`src/rtl/oamm_pkg.sv`:
```
// shared constants, weights and types for the obstacle avoidance mode mixer
package oamm_pkg;

   // field widths
   localparam int PROX_W   = 12;
   localparam int NUM_PROX = 8;
   localparam int SPD_W    = 15;
   localparam int THR_W    = 12;
   localparam int OFF_W    = 11;
   localparam int CSR_W    = 12;
   localparam int CSR_AW   = 3;

   // packed channel widths
   localparam int REQ_DATA_W = 128;
   localparam int RSP_DATA_W = 32;

   // braitenberg arithmetic
   localparam int SUM_W     = 21;
   localparam int MAG_W     = 20;
   localparam int Q_W       = 11;
   localparam int BR_W      = 13;
   localparam int PROD_W    = 40;
   localparam int SCALE_DIV = 350;
   localparam int RECIP_SH  = 28;
   // floor of 2^28 / 350, estimate is never above the true quotient
   localparam int RECIP     = (1 << RECIP_SH) / SCALE_DIV;

   // internal width of the rescale rule
   localparam int RS_W = 18;

   // right sum uses entries 0..7, left sum uses entries 8..15
   localparam logic signed [7:0] WEIGHTS [16] = '{
      8'sd17, 8'sd29, 8'sd34, 8'sd10, 8'sd8, -8'sd38, -8'sd56, -8'sd76,
      -8'sd72, -8'sd58, -8'sd36, 8'sd8, 8'sd10, 8'sd36, 8'sd28, 8'sd18
   };

   // register reset values
   localparam logic [THR_W-1:0]        ENTER_RST = 12'd1800;
   localparam logic [THR_W-1:0]        EXIT_RST  = 12'd70;
   localparam logic [THR_W-1:0]        LIMIT_RST = 12'd800;
   localparam logic signed [OFF_W-1:0] LOFF_RST  = 11'sd66;
   localparam logic signed [OFF_W-1:0] ROFF_RST  = 11'sd72;

   typedef enum logic [CSR_AW-1:0] {
      CSR_ENTER = 3'd0,
      CSR_EXIT  = 3'd1,
      CSR_LIMIT = 3'd2,
      CSR_LOFF  = 3'd3,
      CSR_ROFF  = 3'd4
   } csr_index_type;

endpackage

```
`src/rtl/obstacle_avoid_mode_mixer.sv`:
```
// top level of the obstacle avoidance mode mixer, five-stage pipeline
//
// one request transfer per control tick carries eight proximity readings and the
// formation controller's wheel pair; one response transfer comes back per request
// with the limited wheel speeds and the mode that was used. the pipeline takes a
// new request every cycle unless the output holds, and each request passes through
// the input register, weighted sums, reciprocal multiply, quotient correction and
// offset, then mode select and rescale into the output register. while a response
// waits for rsp_tready the whole pipeline holds, so req_tready follows the output
// side. the avoidance flag is entered when a front sensor (0, 1, 6 or 7) is above
// enter_threshold and left after the response once every reading is below
// exit_threshold. registers are written on csr_we and should only be changed while
// no request is in flight.
module obstacle_avoid_mode_mixer (
   input  logic                               clock,
   input  logic                               reset,
   // request channel
   input  logic                               req_tvalid,
   output logic                               req_tready,
   // prox0..prox7 (12 bits each), form_left (15), form_right (15), zero pad
   input  logic [oamm_pkg::REQ_DATA_W-1:0]    req_tdata,
   // response channel
   output logic                               rsp_tvalid,
   input  logic                               rsp_tready,
   // left_speed (15), right_speed (15), zero pad
   output logic [oamm_pkg::RSP_DATA_W-1:0]    rsp_tdata,
   // avoiding
   output logic                               rsp_tuser,
   // register write port
   input  logic                               csr_we,
   input  logic [oamm_pkg::CSR_AW-1:0]        csr_addr,
   input  logic [oamm_pkg::CSR_W-1:0]         csr_wdata
);

   // configuration registers
   logic        [oamm_pkg::THR_W-1:0] enter_thr_ff;
   logic        [oamm_pkg::THR_W-1:0] exit_thr_ff;
   logic        [oamm_pkg::THR_W-1:0] limit_ff;
   logic signed [oamm_pkg::OFF_W-1:0] loff_ff;
   logic signed [oamm_pkg::OFF_W-1:0] roff_ff;

   // pipeline advances whenever the output register is free or being drained
   logic advance;

   // stage 1: captured request
   logic                              s1_valid_ff;
   logic        [oamm_pkg::PROX_W-1:0] s1_prox_ff [oamm_pkg::NUM_PROX];
   logic signed [oamm_pkg::SPD_W-1:0]  s1_fl_ff;
   logic signed [oamm_pkg::SPD_W-1:0]  s1_fr_ff;

   // stage 2: weighted sums, max reading, front check
   logic                               s2_valid_ff;
   logic signed [oamm_pkg::SUM_W-1:0]  s2_sum_ff [2];
   logic        [oamm_pkg::PROX_W-1:0] s2_max_ff;
   logic                               s2_front_ff;
   logic signed [oamm_pkg::SPD_W-1:0]  s2_fl_ff;
   logic signed [oamm_pkg::SPD_W-1:0]  s2_fr_ff;
   logic signed [oamm_pkg::SUM_W-1:0]  sum_in [2];
   logic        [oamm_pkg::PROX_W-1:0] max_in;
   logic                               front_in;

   // stage 3: magnitude and quotient estimate
   logic                               s3_valid_ff;
   logic        [oamm_pkg::MAG_W-1:0]  s3_mag_ff [2];
   logic                               s3_neg_ff [2];
   logic        [oamm_pkg::Q_W-1:0]    s3_q0_ff  [2];
   logic                               s3_front_ff;
   logic                               s3_below_ff;
   logic signed [oamm_pkg::SPD_W-1:0]  s3_fl_ff;
   logic signed [oamm_pkg::SPD_W-1:0]  s3_fr_ff;
   logic        [oamm_pkg::MAG_W-1:0]  mag_in [2];
   logic        [oamm_pkg::PROD_W-1:0] prod_in [2];
   logic        [oamm_pkg::Q_W-1:0]    q0_in [2];

   // stage 4: corrected quotient plus offset
   logic                               s4_valid_ff;
   logic signed [oamm_pkg::BR_W-1:0]   s4_br_ff [2];
   logic                               s4_front_ff;
   logic                               s4_below_ff;
   logic signed [oamm_pkg::SPD_W-1:0]  s4_fl_ff;
   logic signed [oamm_pkg::SPD_W-1:0]  s4_fr_ff;
   logic        [oamm_pkg::MAG_W-1:0]  rem_in [2];
   logic        [oamm_pkg::Q_W-1:0]    q_in [2];
   logic signed [oamm_pkg::BR_W-1:0]   br_in [2];
   logic signed [oamm_pkg::BR_W-1:0]   off_ext [2];

   // stage 5: mode, selection, rescale
   logic                               mode_ff;
   logic                               mode_in;
   logic                               mode_used;
   logic signed [oamm_pkg::SPD_W-1:0]  sel_l;
   logic signed [oamm_pkg::SPD_W-1:0]  sel_r;
   logic signed [oamm_pkg::SPD_W-1:0]  lim_l;
   logic signed [oamm_pkg::SPD_W-1:0]  lim_r;

   // output register
   logic                               out_valid_ff;
   logic signed [oamm_pkg::SPD_W-1:0]  out_l_ff;
   logic signed [oamm_pkg::SPD_W-1:0]  out_r_ff;
   logic                               out_avoid_ff;

   assign advance    = !out_valid_ff || rsp_tready;
   assign req_tready = advance;

   // ---------------------------------------------------------------- registers
   always_ff @(posedge clock) begin
      if (reset) begin
         enter_thr_ff <= oamm_pkg::ENTER_RST;
         exit_thr_ff  <= oamm_pkg::EXIT_RST;
         limit_ff     <= oamm_pkg::LIMIT_RST;
         loff_ff      <= oamm_pkg::LOFF_RST;
         roff_ff      <= oamm_pkg::ROFF_RST;
      end else if (csr_we) begin
         unique case (csr_addr)
            oamm_pkg::CSR_ENTER: enter_thr_ff <= csr_wdata;
            oamm_pkg::CSR_EXIT:  exit_thr_ff  <= csr_wdata;
            oamm_pkg::CSR_LIMIT: limit_ff     <= csr_wdata;
            oamm_pkg::CSR_LOFF:  loff_ff      <= $signed(csr_wdata[oamm_pkg::OFF_W-1:0]);
            oamm_pkg::CSR_ROFF:  roff_ff      <= $signed(csr_wdata[oamm_pkg::OFF_W-1:0]);
            default: begin
               // writes beyond the register list are dropped
            end
         endcase
      end
   end

   // ---------------------------------------------------------------- control
   always_ff @(posedge clock) begin
      if (reset) begin
         s1_valid_ff  <= 1'b0;
         s2_valid_ff  <= 1'b0;
         s3_valid_ff  <= 1'b0;
         s4_valid_ff  <= 1'b0;
         out_valid_ff <= 1'b0;
         mode_ff      <= 1'b0;
      end else if (advance) begin
         s1_valid_ff  <= req_tvalid;
         s2_valid_ff  <= s1_valid_ff;
         s3_valid_ff  <= s2_valid_ff;
         s4_valid_ff  <= s3_valid_ff;
         out_valid_ff <= s4_valid_ff;
         if (s4_valid_ff) begin
            mode_ff <= mode_in;
         end
      end
   end

   // ---------------------------------------------------------------- stage 2 logic
   always_comb begin
      sum_in[0] = '0;
      sum_in[1] = '0;
      max_in    = '0;
      for (int i = 0; i < oamm_pkg::NUM_PROX; i++) begin
         sum_in[1] = sum_in[1] + oamm_pkg::SUM_W'(oamm_pkg::WEIGHTS[i])
                   * $signed(oamm_pkg::SUM_W'(s1_prox_ff[i]));
         sum_in[0] = sum_in[0] + oamm_pkg::SUM_W'(oamm_pkg::WEIGHTS[i + oamm_pkg::NUM_PROX])
                   * $signed(oamm_pkg::SUM_W'(s1_prox_ff[i]));
         if (s1_prox_ff[i] > max_in) begin
            max_in = s1_prox_ff[i];
         end
      end
      // front sensors sit at both ends of the ring
      front_in = (s1_prox_ff[0] > enter_thr_ff) || (s1_prox_ff[1] > enter_thr_ff)
              || (s1_prox_ff[6] > enter_thr_ff) || (s1_prox_ff[7] > enter_thr_ff);
   end

   // ---------------------------------------------------------------- stage 3 logic
   // index 0 is the left side, 1 the right side
   always_comb begin
      for (int s = 0; s < 2; s++) begin
         mag_in[s]  = s2_sum_ff[s][oamm_pkg::SUM_W-1]
                    ? oamm_pkg::MAG_W'(-s2_sum_ff[s])
                    : oamm_pkg::MAG_W'(s2_sum_ff[s]);
         prod_in[s] = oamm_pkg::PROD_W'(mag_in[s]) * oamm_pkg::PROD_W'(oamm_pkg::RECIP);
         q0_in[s]   = prod_in[s][oamm_pkg::RECIP_SH +: oamm_pkg::Q_W];
      end
   end

   // ---------------------------------------------------------------- stage 4 logic
   assign off_ext[0] = oamm_pkg::BR_W'(loff_ff);
   assign off_ext[1] = oamm_pkg::BR_W'(roff_ff);

   always_comb begin
      for (int s = 0; s < 2; s++) begin
         // estimate is low by at most one, fix it with one compare
         rem_in[s] = s3_mag_ff[s]
                   - oamm_pkg::MAG_W'(oamm_pkg::MAG_W'(s3_q0_ff[s])
                                    * oamm_pkg::MAG_W'(oamm_pkg::SCALE_DIV));
         q_in[s]   = (rem_in[s] >= oamm_pkg::MAG_W'(oamm_pkg::SCALE_DIV))
                   ? s3_q0_ff[s] + oamm_pkg::Q_W'(1) : s3_q0_ff[s];
         // truncation toward zero: negate the magnitude quotient
         br_in[s]  = (s3_neg_ff[s] ? -$signed(oamm_pkg::BR_W'(q_in[s]))
                                   :  $signed(oamm_pkg::BR_W'(q_in[s])))
                   + off_ext[s];
      end
   end

   // ---------------------------------------------------------------- stage 5 logic
   always_comb begin
      mode_used = mode_ff || s4_front_ff;
      mode_in   = mode_used && !s4_below_ff;
      if (mode_used) begin
         sel_l = oamm_pkg::SPD_W'(s4_br_ff[0]);
         sel_r = oamm_pkg::SPD_W'(s4_br_ff[1]);
      end else begin
         sel_l = s4_fl_ff;
         sel_r = s4_fr_ff;
      end
   end

   oamm_rescale u_rescale (
      .x_i   (sel_l),
      .y_i   (sel_r),
      .lim_i (limit_ff),
      .x_o   (lim_l),
      .y_o   (lim_r)
   );

   // ---------------------------------------------------------------- payload
   always_ff @(posedge clock) begin
      if (advance) begin
         for (int i = 0; i < oamm_pkg::NUM_PROX; i++) begin
            s1_prox_ff[i] <= req_tdata[i*oamm_pkg::PROX_W +: oamm_pkg::PROX_W];
         end
         s1_fl_ff <= $signed(req_tdata[oamm_pkg::NUM_PROX*oamm_pkg::PROX_W +: oamm_pkg::SPD_W]);
         s1_fr_ff <= $signed(req_tdata[oamm_pkg::NUM_PROX*oamm_pkg::PROX_W + oamm_pkg::SPD_W
                                       +: oamm_pkg::SPD_W]);

         s2_sum_ff   <= sum_in;
         s2_max_ff   <= max_in;
         s2_front_ff <= front_in;
         s2_fl_ff    <= s1_fl_ff;
         s2_fr_ff    <= s1_fr_ff;

         for (int s = 0; s < 2; s++) begin
            s3_mag_ff[s] <= mag_in[s];
            s3_neg_ff[s] <= s2_sum_ff[s][oamm_pkg::SUM_W-1];
            s3_q0_ff[s]  <= q0_in[s];
         end
         s3_front_ff <= s2_front_ff;
         s3_below_ff <= s2_max_ff < exit_thr_ff;
         s3_fl_ff    <= s2_fl_ff;
         s3_fr_ff    <= s2_fr_ff;

         s4_br_ff    <= br_in;
         s4_front_ff <= s3_front_ff;
         s4_below_ff <= s3_below_ff;
         s4_fl_ff    <= s3_fl_ff;
         s4_fr_ff    <= s3_fr_ff;

         out_l_ff     <= lim_l;
         out_r_ff     <= lim_r;
         out_avoid_ff <= mode_used;
      end
   end

   assign rsp_tvalid = out_valid_ff;
   assign rsp_tdata  = {{(oamm_pkg::RSP_DATA_W - 2*oamm_pkg::SPD_W){1'b0}}, out_r_ff, out_l_ff};
   assign rsp_tuser  = out_avoid_ff;

   // ---------------------------------------------------------------- checks
   // reciprocal estimate must be within one of the true quotient
   a_rem_bound: assert property (@(posedge clock) disable iff (reset)
      s3_valid_ff |-> (rem_in[0] < oamm_pkg::MAG_W'(2*oamm_pkg::SCALE_DIV))
                   && (rem_in[1] < oamm_pkg::MAG_W'(2*oamm_pkg::SCALE_DIV)))
      else $error("quotient estimate off by more than one");

   // avoidance is only entered by a front sensor transfer
   a_mode_rise: assert property (@(posedge clock) disable iff (reset)
      $rose(mode_ff) |-> $past(s4_valid_ff && advance && s4_front_ff))
      else $error("avoidance entered without a front reading");

   // avoidance is only left after an item with all readings below exit level
   a_mode_fall: assert property (@(posedge clock) disable iff (reset)
      $fell(mode_ff) |-> $past(reset) || $past(s4_valid_ff && advance && s4_below_ff))
      else $error("avoidance left without a low reading");

   // formation items without a front hit report formation mode
   a_flag_formation: assert property (@(posedge clock) disable iff (reset)
      (s4_valid_ff && advance && !mode_ff && !s4_front_ff) |=> !rsp_tuser)
      else $error("avoiding flag set on a formation item");

endmodule

```
`src/rtl/oamm_rescale.sv`:
```
// limit-and-rescale rule that keeps the wheel difference unless both clip oppositely
module oamm_rescale (
   input  logic signed [oamm_pkg::SPD_W-1:0] x_i,
   input  logic signed [oamm_pkg::SPD_W-1:0] y_i,
   input  logic        [oamm_pkg::THR_W-1:0] lim_i,
   output logic signed [oamm_pkg::SPD_W-1:0] x_o,
   output logic signed [oamm_pkg::SPD_W-1:0] y_o
);

   logic signed [oamm_pkg::RS_W-1:0] x;
   logic signed [oamm_pkg::RS_W-1:0] y;
   logic signed [oamm_pkg::RS_W-1:0] d;
   logic signed [oamm_pkg::RS_W-1:0] l;
   logic signed [oamm_pkg::RS_W-1:0] nl;

   always_comb begin
      x  = oamm_pkg::RS_W'(x_i);
      y  = oamm_pkg::RS_W'(y_i);
      l  = $signed(oamm_pkg::RS_W'(lim_i));
      nl = -l;
      d  = '0;
      if (x > 0 && y > 0) begin
         if (x > y) begin
            d = x - y;
            if (x > l) begin
               x = l;
               y = l - d;
            end
         end else begin
            d = y - x;
            if (y > l) begin
               y = l;
               x = l - d;
            end
         end
      end else if (x > 0 && y < 0) begin
         d = x - y;
         if (x >= l && y <= nl) begin
            x = l;
            y = nl;
         end else if (x >= l) begin
            x = l;
            y = l - d;
         end else if (y <= nl) begin
            x = nl + d;
            y = nl;
         end
      end else if (x < 0 && y > 0) begin
         d = y - x;
         if (x <= nl && y >= l) begin
            x = nl;
            y = l;
         end else if (y >= l) begin
            x = l - d;
            y = l;
         end else if (x <= nl) begin
            x = nl;
            y = nl + d;
         end
      end else if (x < 0 && y < 0) begin
         if (x < y) begin
            d = y - x;
            if (x < nl) begin
               x = nl;
               y = nl + d;
            end
         end else begin
            d = x - y;
            if (y < nl) begin
               x = nl + d;
               y = nl;
            end
         end
      end
      // a zero on either wheel leaves both untouched
   end

   assign x_o = x[oamm_pkg::SPD_W-1:0];
   assign y_o = y[oamm_pkg::SPD_W-1:0];

endmodule
```
`config.mk`:
```
export PLATFORM = sky130hd
export DESIGN_NAME = obstacle_avoid_mode_mixer
export DESIGN_NICKNAME = d
export VERILOG_FILES = /design/src/rtl/oamm_pkg.sv /design/src/rtl/obstacle_avoid_mode_mixer.sv /design/src/rtl/oamm_rescale.sv
export SDC_FILE = /design/constraint.sdc
export NUM_CORES = 2
export LEC_CHECK = 0
export BUFFER_PORTS_ARGS = -buffer_cell sky130_fd_sc_hd__buf_2
export CAP_MARGIN = 0
export CELL_PAD_IN_SITES_DETAIL_PLACEMENT = 0
export CELL_PAD_IN_SITES_GLOBAL_PLACEMENT = 1
export CORE_MARGIN = 5
export CORE_UTILIZATION = 47
export DETAILED_ROUTE_END_ITERATION = 12
export GPL_TIMING_DRIVEN = 0
export PLACE_DENSITY = 0.9
export SLEW_MARGIN = 5
export SYNTH_ARGS = -nofsm -noshare
export SYNTH_HDL_FRONTEND = slang
export SYNTH_SLANG_ARGS = --single-unit
```
`constraint.sdc`:
```
create_clock -name clock -period 16.4 [get_ports clock]
set_input_delay 3.28 -clock clock [delete_from_list [all_inputs] [get_ports clock]]
set_output_delay 3.28 -clock clock [all_outputs]
set_load 0.02 [all_outputs]
```
==> impl_metrics.py <==
metrics = {
    "layout": {
        "multiInputGateArea_sq_um": 48700,
        "layout.nets": 9219,
        "drive_above_1_share": 0.0636,
        "seqCellArea_sq_um": 13100,
        "n_fill_cell": 12700,
        "layout-area-overhead-vs-synth_pct": 9.19,
    },
    "hold_path": {
        "hold_end": "s4_fl_ff[14]",
        "hold_depth": 0,
        "hp-start": "s3_fl_ff[14]",
        "hold_path.class": "flop to flop",
    },
    "critical_path": {
        "slowest_delay_ps": 360,
        "crit_slowest_cell": "a211o_1",
        "r2r-end": "s2_max_ff[11]",
        "setup.worst_path.end_class": "flop",
        "critPathRequiredTime_ps": 16780,
        "r2r_cells": 80,
        "cp.arrival_ps": 16300,
        "crit_type": "flop to flop",
        "r2r-start": "s1_prox_ff[0][4]",
        "cp-start-kind": "flop",
        "cp_max_fo": 10,
        "cp_common_cell": "ha_1",
        "rrSetupSlack_ps": 480,
    },
    "flow_run": {
        "max-cap-violations": 0,
    },
    "timing": {
        "worst_slew_pin_slew_ps": 1400,
        "period_needed_ps": 15920,
        "setup_ws_ps": 482,
        "final-hold-violation-count": 0,
        "fin_worst_skew_ps": 35.1,
        "setup_violations": 0,
        "drv_slew": 0,
        "fmax_ghz": 0.0628,
        "finalSetupTns_ps": 0,
        "fin_crit_sh": 0.971,
        "hold-worst-slack_ps": 415,
        "slew_headroom": 0.0688,
    },
    "clock_tree": {
        "clock-sinks": 457,
        "root_buffer": "clkbuf_16",
        "cts_tree": "yes",
        "cts_buffers": 52,
        "clock_latency_ps": 680,
        "path_clk_slew_ps": 60,
        "clk_path_buf_depth": 3,
        "hold_buffers": 0,
        "cts-htree-levels": 2,
    },
    "drt": {
        "drtIter0Drc": 3342,
        "viasPerCell": 5.54,
        "drc": 0,
        "vias": 50000,
        "ant_nets": 0,
        "routedWlPerCell_um": 21.7,
        "wl_mm": 196,
        "first_pass_iters": 8,
    },
    "global_routing": {
        "grt_max_degree": 101,
        "grt_pass1_wl_mm": 302,
        "groute.usage.overall": 0.259,
        "grt_pass1_vias": 52600,
        "grt_overflow": 0,
        "antenna_found_initial": 2,
    },
    "floorplan": {
        "die_h_um": 389,
        "rows": 139,
        "initial_core_util": 0.471,
        "die_w_um": 389,
        "die-area_sq_um": 151000,
        "io_pins": 183,
        "core_area_sq_um": 143000,
    },
    "yosys": {
        "yosysUniqueCellTypes": 104,
        "yosysMostFrequentCell": "inv_1",
        "syn-mean-instance-area_sq_um": 9.91,
        "synth_area_leaders": "fa_1 (24%), ha_1 (22%), edfxtp_1 (18%)",
        "ys.flop_type": "edfxtp_1",
        "yosysWarnings": 0,
        "async_flop_share": 0,
        "synth-seq-cells": 457,
        "synth_edf_count": 393,
        "yosys.area.top_type_share": 0.237,
        "ys_top_cells_by_count": "inv_1 (1529), ha_1 (1198), fa_1 (798)",
        "synth_top_cell_by_area": "fa_1",
        "syn_inst": 6807,
        "synth.cell_area_sq_um": 67400,
        "ys_seq_area_frac": 0.194,
    },
    "placement": {
        "dp_slack_ps": -3210,
        "numPortBuffers": 177,
        "hpwl_mm": 164,
        "routabilityCongestion": 0.990,
    },
    "run_status": {
        "status": "complete, no violations",
    },
}
==> layout by cell type, fill, tap and decap left out, types with 97 or more instances in the layout <==
master    count
o21bai_1    136
a21oi_1     451
inv_1      1526
edfxtp_1    393
buf_2       182
o21ai_0     198
xnor2_1     308
xor2_1       97
nor2_1      225
ha_1       1197
a21o_1      138
fa_1        798
nand2_1     288
==> sequential cells by signal (all words and copies together) (netlist names), 22 cells and up <==
register and flops:
s3_q0_ff 22, s3_mag_ff 38, s1_prox_ff 96, s4_br_ff 26
s2_sum_ff 41
==> final cells by class <==
type                       count  share of cell area
clock buffer                  58              0.0180
multi-input combinational   4705               0.661
sequential                   457               0.178
timing repair buffer         214              0.0174
antenna                        3            0.000102
clock inverter                40             0.00807
tap                         1903              0.0323
buffer                       115             0.00729
inverter                    1530              0.0781
==> critical path, delay by kind of cell (launching register included) <==
family	cells	cell delay [ps]
DFF	1	310
muxes	1	270
AOI/OAI and AO/OA	28	5280
adders and majority gates	8	2440
and+or+nand+nor	24	3940
buffers and inverters	19	3320
==> what timing repair did <==
item / CTS / global route
gates resized for setup: 69 / 48
gates cloned: 0 / 1
endpoints found under the setup margin: 12 / 12
setup buffers: 20 / 12
pin swaps: 4 / 4
endpoints found under the hold margin: 0 / 0
==> how the worst max path moves through the flow <==
stage,start,to,slack [ps],depth (start not counted)
finish,s1_prox_ff[0][4],s2_max_ff[11],480,80
floorplan,s1_prox_ff[0][11],s2_max_ff[11],1510,79
detailed placement,s1_prox_ff[0][3],s2_max_ff[11],-3210,79
global placement,s1_prox_ff[0][3],s2_max_ff[11],-2750,78
CTS,s1_prox_ff[0][3],s2_max_ff[11],100,80
global route,s1_prox_ff[0][3],s2_max_ff[11],-50,81
==> per-layer routing <==
layer | global-route usage | share of wire | vias to the layer above
met5 | 0 | 0 | -
met4 | 0.129 | 0.059 | 0
met3 | 0.0302 | 0.053 | 480
met2 | 0.434 | 0.47 | 1641
met1 | 0.333 | 0.42 | 24700
li1 | - | - | 23200
==> per-stage QoR <==
step                      cell area, sq um   util  std cells
after global routing                 73600  0.514       9023
after CTS                            73300  0.512       9010
after floorplan                      67400      -       6808
after global placement               70700  0.494       8888
after detailed placement             70900  0.495       8892
final                                73600  0.514       9025
==> cell families (layout without fill, tap and decap cells) <==
kind of cell | after synthesis | count (layout) | synth area share
other | 1 | 5 | 0.0000556
multiplexers | 65 | 65 | 0.00978
XOR/XNOR | 421 | 421 | 0.0547
flip-flops | 457 | 457 | 0.194
AO/OA/AOI/OAI | 1313 | 1313 | 0.124
adder cells (fa/ha/maj) | 1998 | 1998 | 0.460
AND/OR/NAND/NOR | 906 | 906 | 0.0657
buffers and inverters | 1646 | 1957 | 0.0921
Power is left out: the tool's default activity adds up to more than one toggle a clock period on the data nets, which glitch-free logic cannot reach.
